===== src/design/rrl_pkg.sv =====
`timescale 1ns / 1ps
package rrl_pkg;

  // Field widths
  localparam int CoordW   = 21;            // signed Q8.12 coordinate
  localparam int OffW     = CoordW + 1;    // difference of two coordinates
  localparam int FracW    = 12;
  localparam int DenW     = 44;            // magnitude of dir.normal
  localparam int NumW     = 57;            // -num << 12 when positive
  localparam int DepthW   = 32;            // unsigned Q20.12
  localparam int ChanW    = 16;
  localparam int HalfW    = 20;
  localparam int RadW     = 3 * ChanW;
  localparam int VecW     = 3 * CoordW;
  localparam int InDataW  = 128;
  localparam int OutDataW = DepthW + RadW;
  localparam int CfgIdxW  = 3;
  localparam int CfgDataW = VecW;

  localparam int DefQueueDepth = 4;

  localparam logic [DepthW-1:0] DepthMiss = '1;
  localparam logic [DepthW-1:0] DepthMax  = {{(DepthW-1){1'b1}}, 1'b0};

  // Configuration register map
  typedef enum logic [CfgIdxW-1:0] {
    RegCenter   = 3'd0,
    RegNormal   = 3'd1,
    RegTanU     = 3'd2,
    RegTanV     = 3'd3,
    RegHalfW    = 3'd4,
    RegHalfH    = 3'd5,
    RegRadiance = 3'd6
  } reg_idx_t;

  // x in the lowest bits, then y, then z
  typedef logic [2:0][CoordW-1:0] vec_t;
  typedef logic [2:0][OffW-1:0]   offv_t;

  typedef struct packed {
    vec_t             center;
    vec_t             normal;
    vec_t             tan_u;
    vec_t             tan_v;
    logic [HalfW-1:0] half_w;
    logic [HalfW-1:0] half_h;
    logic [RadW-1:0]  radiance;
  } rect_t;

  // What rides alongside the divide
  typedef struct packed {
    logic  miss;
    offv_t oc;     // origin - center
    vec_t  dir;
  } tag_t;

  // Word handed from the front end to the back end
  typedef struct packed {
    tag_t            tag;
    logic [NumW-1:0] nn;
    logic [DenW-1:0] dd;
  } work_t;

  // a - b, widened by one bit
  function automatic logic [OffW-1:0] sub_coord(input logic [CoordW-1:0] a,
                                                input logic [CoordW-1:0] b);
    logic signed [OffW-1:0] ea;
    logic signed [OffW-1:0] eb;
    begin
      ea = $signed({a[CoordW-1], a});
      eb = $signed({b[CoordW-1], b});
      return ea - eb;
    end
  endfunction

endpackage


===== src/design/rrl_queue.sv =====
`timescale 1ns / 1ps
module rrl_queue
  import rrl_pkg::*;
#(
  parameter int Depth = DefQueueDepth
) (
  input  logic  clk,
  input  logic  rst,
  input  logic  push_valid,
  output logic  push_ready,
  input  work_t push_data,
  output logic  pop_valid,
  input  logic  pop,
  output work_t pop_data
);

  localparam int PtrW = (Depth > 1) ? $clog2(Depth) : 1;
  localparam int CntW = $clog2(Depth + 1);
  localparam logic [PtrW-1:0] LastPtr = PtrW'(Depth - 1);
  localparam logic [CntW-1:0] FullCnt = CntW'(Depth);

  work_t           mem [Depth];
  logic [PtrW-1:0] wr_ptr;
  logic [PtrW-1:0] rd_ptr;
  logic [CntW-1:0] count;
  logic            do_push;
  logic            do_pop;

  assign push_ready = (count != FullCnt);
  assign pop_valid  = (count != '0);
  assign do_push    = push_valid && push_ready;
  assign do_pop     = pop && pop_valid;
  assign pop_data   = mem[rd_ptr];

  // pointers and fill level
  always_ff @(posedge clk) begin
    if (rst) begin
      wr_ptr <= '0;
      rd_ptr <= '0;
      count  <= '0;
    end else begin
      if (do_push) wr_ptr <= (wr_ptr == LastPtr) ? '0 : wr_ptr + 1'b1;
      if (do_pop)  rd_ptr <= (rd_ptr == LastPtr) ? '0 : rd_ptr + 1'b1;
      if (do_push && !do_pop)      count <= count + 1'b1;
      else if (do_pop && !do_push) count <= count - 1'b1;
    end
  end

  // storage
  always_ff @(posedge clk) begin
    if (do_push) mem[wr_ptr] <= push_data;
  end

endmodule


===== config.mk =====
export PLATFORM = sky130hd
export DESIGN_NAME = rrl_queue
export DESIGN_NICKNAME = d
export VERILOG_FILES = /design/src/design/rrl_pkg.sv /design/src/design/rrl_queue.sv
export SDC_FILE = /design/constraint.sdc
export NUM_CORES = 1
export LEC_CHECK = 0
export BUFFER_PORTS_ARGS = -buffer_cell sky130_fd_sc_hd__buf_2
export CAP_MARGIN = 0
export CORE_MARGIN = 8
export CORE_UTILIZATION = 51
export CTS_CLUSTER_SIZE = 25
export DETAILED_ROUTE_END_ITERATION = 10
export PLACE_DENSITY = 0.75
export SLEW_MARGIN = 10
export SYNTH_ARGS = -nofsm -noshare
export SYNTH_HDL_FRONTEND = slang
export SYNTH_SLANG_ARGS = --single-unit

===== constraint.sdc =====
create_clock -name clk -period 3.6 [get_ports clk]
set_clock_uncertainty 0.1 [all_clocks]
set_input_delay 0.36 -clock clk [delete_from_list [all_inputs] [get_ports clk]]
set_output_delay 0.36 -clock clk [all_outputs]
set_load 0.005 [all_outputs]

==> metrics.txt, run 1 <==
post-synthesis net count=1,497; crit path kind=reg -> out; final setup fails=0; CTS tree=built; vias per inst=5.53; DR vias=16.6k; Pwr per Cell Area=666 mW/mm²; Rows=94; Chip Height=274 µm; cell area after layout=0.0430 mm²; drc violations=0; Synth Area per Inst=27.0 µm²; largest net degree at the start of global routing=72; clk slew on worst S/H paths=50 ps; Max Fclk=330 MHz; wire per inst=25.3 µm; GPL Wtd Cong=0.753; synth unique cells=26; Post-DP HPWL=45,800 µm; type of the worst min-delay path=in -> reg; Mapped Area=0.0338 mm²; global-route wire length before repair=112,000 µm; share of layout cells above drive strength 1=0.423; commonest non-fill, non-tap cells in the layout=924 x edfxtp_1, 467 x buf_2, 233 x dlygate4sd3_1; CTS H-tree lvls=3; synth warn=0; final count of hold timing violations=0; r2r setup slk=1070 ps; drt total wl=75,900 µm; routed length on met1=28,000 µm; Synth Instances=1,255; post-layout net count=2,300; VDD IR max=0.629 mV; setup slack after layout=568 ps; met3 routed wirelength=6450 µm; Pre-antenna DRT Iters=5; pre-CTS setup slack=1130 ps; postcts setup bufs=0; period utilization=0.842; Layout area overhead=27.3%; Starting Density=0.514; Max Cap Violations=0; post-route minimum period=3030 ps; post-synthesis register bit count=933; die span in x=274 µm; unrepaired setup endpoints after global routing=false; GRT Util Overall=0.199; core area=0.0657 mm²; TritonCTS Sinks=933; fin. max-slew vios=0; most common cell after layout, fill and taps aside=edfxtp_1; sequential-to-total area share from yosys stat=0.826; # port buffers=467; antenna violations before repair=9; Worst Max-Slew Pin Slew=777 ps; routed wl met2=39,500 µm; ANT nets after route=0; relative slew slack=0.482; TritonCTS Buffers=92; P_leak=14.6 nW; worst skew pair latency=620 ps; crit path max fanout=33; critical path startpoint category=flip-flop; uppermost layer routed=met5; post-cts hold buffer count=233; starting DRC count in detailed routing=1,361; Hold Slack=64.9 ps; CP arrival=2570 ps; Root Driver=clkbuf_16; CTS resizes=0; outcome=finished, final reports clean; kind of end point of the critical path=output port; # IOs=468; Required @ worst endpoint=3140 ps; vias in the first global route=18.0k; Die Area=0.0748 mm²; Placed Area=0.0376 mm²; CTS Buffer Depth=3; GR Overflow Total=0
sequential cells by signal, indices dropped and copies added, names as in the netlist, named ones only:
signal	cells
rd_ptr	2
count	3
mem	924
wr_ptr	2
power by group:
group          leakage [nW]  total (W)  internal, W  switching, W
clock network          1.50    0.00962      0.00567       0.00394
logic                  4.57    0.00556      0.00275       0.00281
registers              8.54     0.0135       0.0131      0.000326
worst max-delay path, stage by stage, from the launching register on:
cell and delay, ps:
dfxtp_4 520, buf_12 320, buf_4 320, mux4_2 550, buf_2 150
stage by stage:
step / cells / total power [W] / setup TNS [ps] / utilization
finish: 3000 / 0.0287 / 0 / 0.655
CTS: 2994 / 0.0289 / 0 / 0.655
global route: 2999 / 0.0297 / 0 / 0.655
floorplan: 1255 / 0.0167 / -417770 / -
global placement: 2595 / 0.0189 / 0 / 0.572
detailed placement: 2595 / 0.0191 / 0 / 0.572
layer usage:
layer | vias to the layer above | track usage
met4 | 8 | 0.0597
met5 | - | 0
met1 | 8633 | 0.246
met3 | 127 | 0.0548
li1 | 7097 | -
met2 | 713 | 0.342
Yosys cell counts (all sizes together):
master,n,area [µm²]
inv,3,11.3
edfxtp,924,27700
a21oi,2,10.0
fa,1,20.0
ha,6,75.1
mux2i,3,30.0
nor2,3,11.3
or3,3,21.3
o31ai,2,20.0
xor2,2,17.5
nand2b,2,12.5
o21ai,1,5.00
and2,1,8.76
nand3,1,5.00
or3b,1,8.76
buf,47,373
and3,4,30.0
clkbuf,7,27.5
nor3,1,5.00
dfxtp,9,180
mux4,231,5200
nand2,1,3.75
logic make-up (layout without fill, tap and decap cells):
logic type	after synthesis	after routing	synth area share
flops	933	933	0.826
mux	234	234	0.155
buf+inv	57	932	0.0122
simple gates	17	17	0.00314
fa+ha+maj	7	7	0.00281
compound gates	5	5	0.00104
xor+xnor	2	2	0.000518
other cells	0	6	0
final cells by class:
class                      instances  area, µm²
clock buffer                     112       2420
fill                            4034      22700
antenna                            6       15.0
timing repair buffer             763       5440
sequential                       933      27900
clock inverter                    54        643
multi-input combinational        265       5500
tap                              864       1080
inverter                           3       11.3
path summary, 6_finish.rpt:
check,from,end,cells past startpoint
worst max-delay path,flip-flop,pop_data[155],4
worst min-delay path,pop,flip-flop,4
worst max register to register,count[0]$_SDFFE_PP0P_,count[2]$_SDFFE_PP0P_,7
worst min register to register,rd_ptr[0]$_SDFFE_PP0P_,flip-flop,2
Note: power is estimated with default switching activity, not from simulation.
==> run 2: changes to the inputs <==
==> constraint.sdc (replaced) <==
create_clock -name clk -period 2.65 [get_ports clk]
set_clock_uncertainty 0.1 [all_clocks]
set_input_delay 0.265 -clock clk [delete_from_list [all_inputs] [get_ports clk]]
set_output_delay 0.265 -clock clk [all_outputs]
set_load 0.005 [all_outputs]
==> run 2 against run 1 <==
Compared with the run above: clock-buffer cell count fell by 4; critical path type unchanged; sequential cell count unchanged; register-to-register slack worse by 810 ps; design area up 0.34%; worst setup slack got worse by 550 ps; final cell count is 0.60% higher; clock power increased by 29%; die area stayed put; via count up 1.4%; total power increased by 35%; largest cell class unchanged.
==> metrics.txt, run 2 (synthesis results as in run 1) <==
period utilization=0.993; Placed Area=0.0378 mm²; Pwr per Cell Area=895 mW/mm²; vias per inst=5.57; cell area after layout=0.0432 mm²; clk slew on worst S/H paths=60 ps; CP max stage cell=mux4_2; antenna violations before repair=7; GR Overflow Total=0; Biggest register=mem; TritonCTS Buffers=91; crit path kind=reg -> out; top cell family by delay on the critical path=buffers and inverters; final setup fails=0; type of the worst min-delay path=in -> reg; # port buffers=467; outcome=finished, final reports clean; CTS tree=built; Required @ worst endpoint=2290 ps; core area=0.0657 mm²; Pre-antenna DRT Iters=5; VDD IR max=0.853 mV; wire per inst=25.7 µm; critical path, cell by cell=buf_12, buf_16, mux4_2, buf_2; routed length on met1=28,600 µm; Starting Density=0.514; Finished Layout Cells=3,018; GPL Wtd Cong=0.760; R2R Path Start=count[2]$_SDFFE_PP0P_; final count of hold timing violations=0; Post-DP HPWL=46,500 µm; P_leak=14.7 nW; # IOs=468; routed wl met2=41,600 µm; worst skew pair latency=620 ps; Root Driver=clkbuf_16; max reg flops=924; met3 routed wirelength=5270 µm; relative slew slack=0.570; critical path startpoint category=flip-flop; Max Fclk=380 MHz; DR vias=16.8k; CTS Buffer Depth=3; CTS H-tree lvls=3; ANT nets after route=0; fin. max-slew vios=0; global-route wire length before repair=114,000 µm; kind of end point of the critical path=output port; CP arrival=2270 ps; post-layout net count=2,318; Die Area=0.0748 mm²; biggest regs=mem: 924 flops, count: 3 flops; uppermost layer routed=met4; Worst Max-Slew Pin Slew=646 ps; Layout area overhead=27.7%; CP bufs+invs=3; Chip Height=274 µm; starting DRC count in detailed routing=1,413; crit path max fanout=19; Max Cap Violations=0; CP max stage delay=570 ps; total power=0.0387 W; GRT Util Overall=0.202; drc violations=0; placed cell count=2,600; commonest non-fill, non-tap cells in the layout=924 x edfxtp_1, 467 x buf_2, 234 x dlygate4sd3_1; Rows=94; vias in the first global route=18.2k; TritonCTS Sinks=933; unrepaired setup endpoints after global routing=true; drt total wl=77,700 µm; post-route minimum period=2630 ps; # fillers=4,051; largest net degree at the start of global routing=75; die span in x=274 µm; HP Start=push_data[216]; most common cell after layout, fill and taps aside=edfxtp_1; share of layout cells above drive strength 1=0.425
-- run 2: changes by cell type in the layout (fill, tap and decap cells not counted), sizes merged, moves of 2 or more --
cell,previous run,this run
diode,6,8
buf,530,545
bufinv,12,8
clkinv,37,41
-- run 2: worst reg2reg max path: cells and delay by family (launching register included) --
| family | cells | cell delay (ps) |
|---|---|---|
| flops | 1 | 400 |
| fa+ha+maj | 2 | 390 |
| compound gates | 1 | 150 |
| xor+xnor | 1 | 70 |
| simple gates | 3 | 1130 |
| buf+inv | 1 | 70 |
-- run 2: path summary, 6_finish.rpt --
| check | to | slack, ps | cells after the start |
|---|---|---|---|
| max reg2reg | count[2]$_SDFFE_PP0P_ | 260 | 8 |
| min | mem[0][216]$_DFFE_PP_ | 290 | 2 |
| max | pop_data[151] | 20 | 4 |
| min reg2reg | flip-flop | 390 | 2 |
-- run 2: metrics by stage --
step                hold WS (ps)  worst slack [ps]   util  setup TNS [ps]
floorplan                    264              -193      -         -177880
global placement             369               355  0.574               0
detailed placement           380               277  0.574               0
CTS                          239             -61.8  0.654            -169
global route                 257             -85.9  0.657           -4980
finish                       291              19.1  0.657               0
-- run 2: layout make-up --
| cell class | instances | area [µm²] | share of cell area |
|---|---|---|---|
| repair buffers | 782 | 5790 | 0.134 |
| inverters | 3 | 11.3 | 0.000261 |
| flip-flops and latches | 933 | 27900 | 0.647 |
| clock inverters | 55 | 513 | 0.0119 |
| well taps | 864 | 1080 | 0.0250 |
| diodes | 8 | 20.0 | 0.000463 |
| multi-input cells | 265 | 5500 | 0.127 |
| clock buffers | 108 | 2340 | 0.0542 |
-- run 2: timing repair --
item                       in CTS  in global routing
setup endpoints to repair      46                 73
setup buffers                   0                  9
hold buffers                  234                  0
cloned                          1                  3
resized for setup               5                  2
hold endpoints to repair      933                  0
-- run 2: per-layer routing --
layer  up-vias  global-route usage
met5         -                   0
met4         0              0.0700
met3       129              0.0460
met2       696               0.354
met1      8856               0.246
li1       7135                   -
-- run 2: report_power, final --
part           internal [W]  switching, W
Combinational       0.00399       0.00400
Sequential           0.0179      0.000397
Clock               0.00710       0.00531
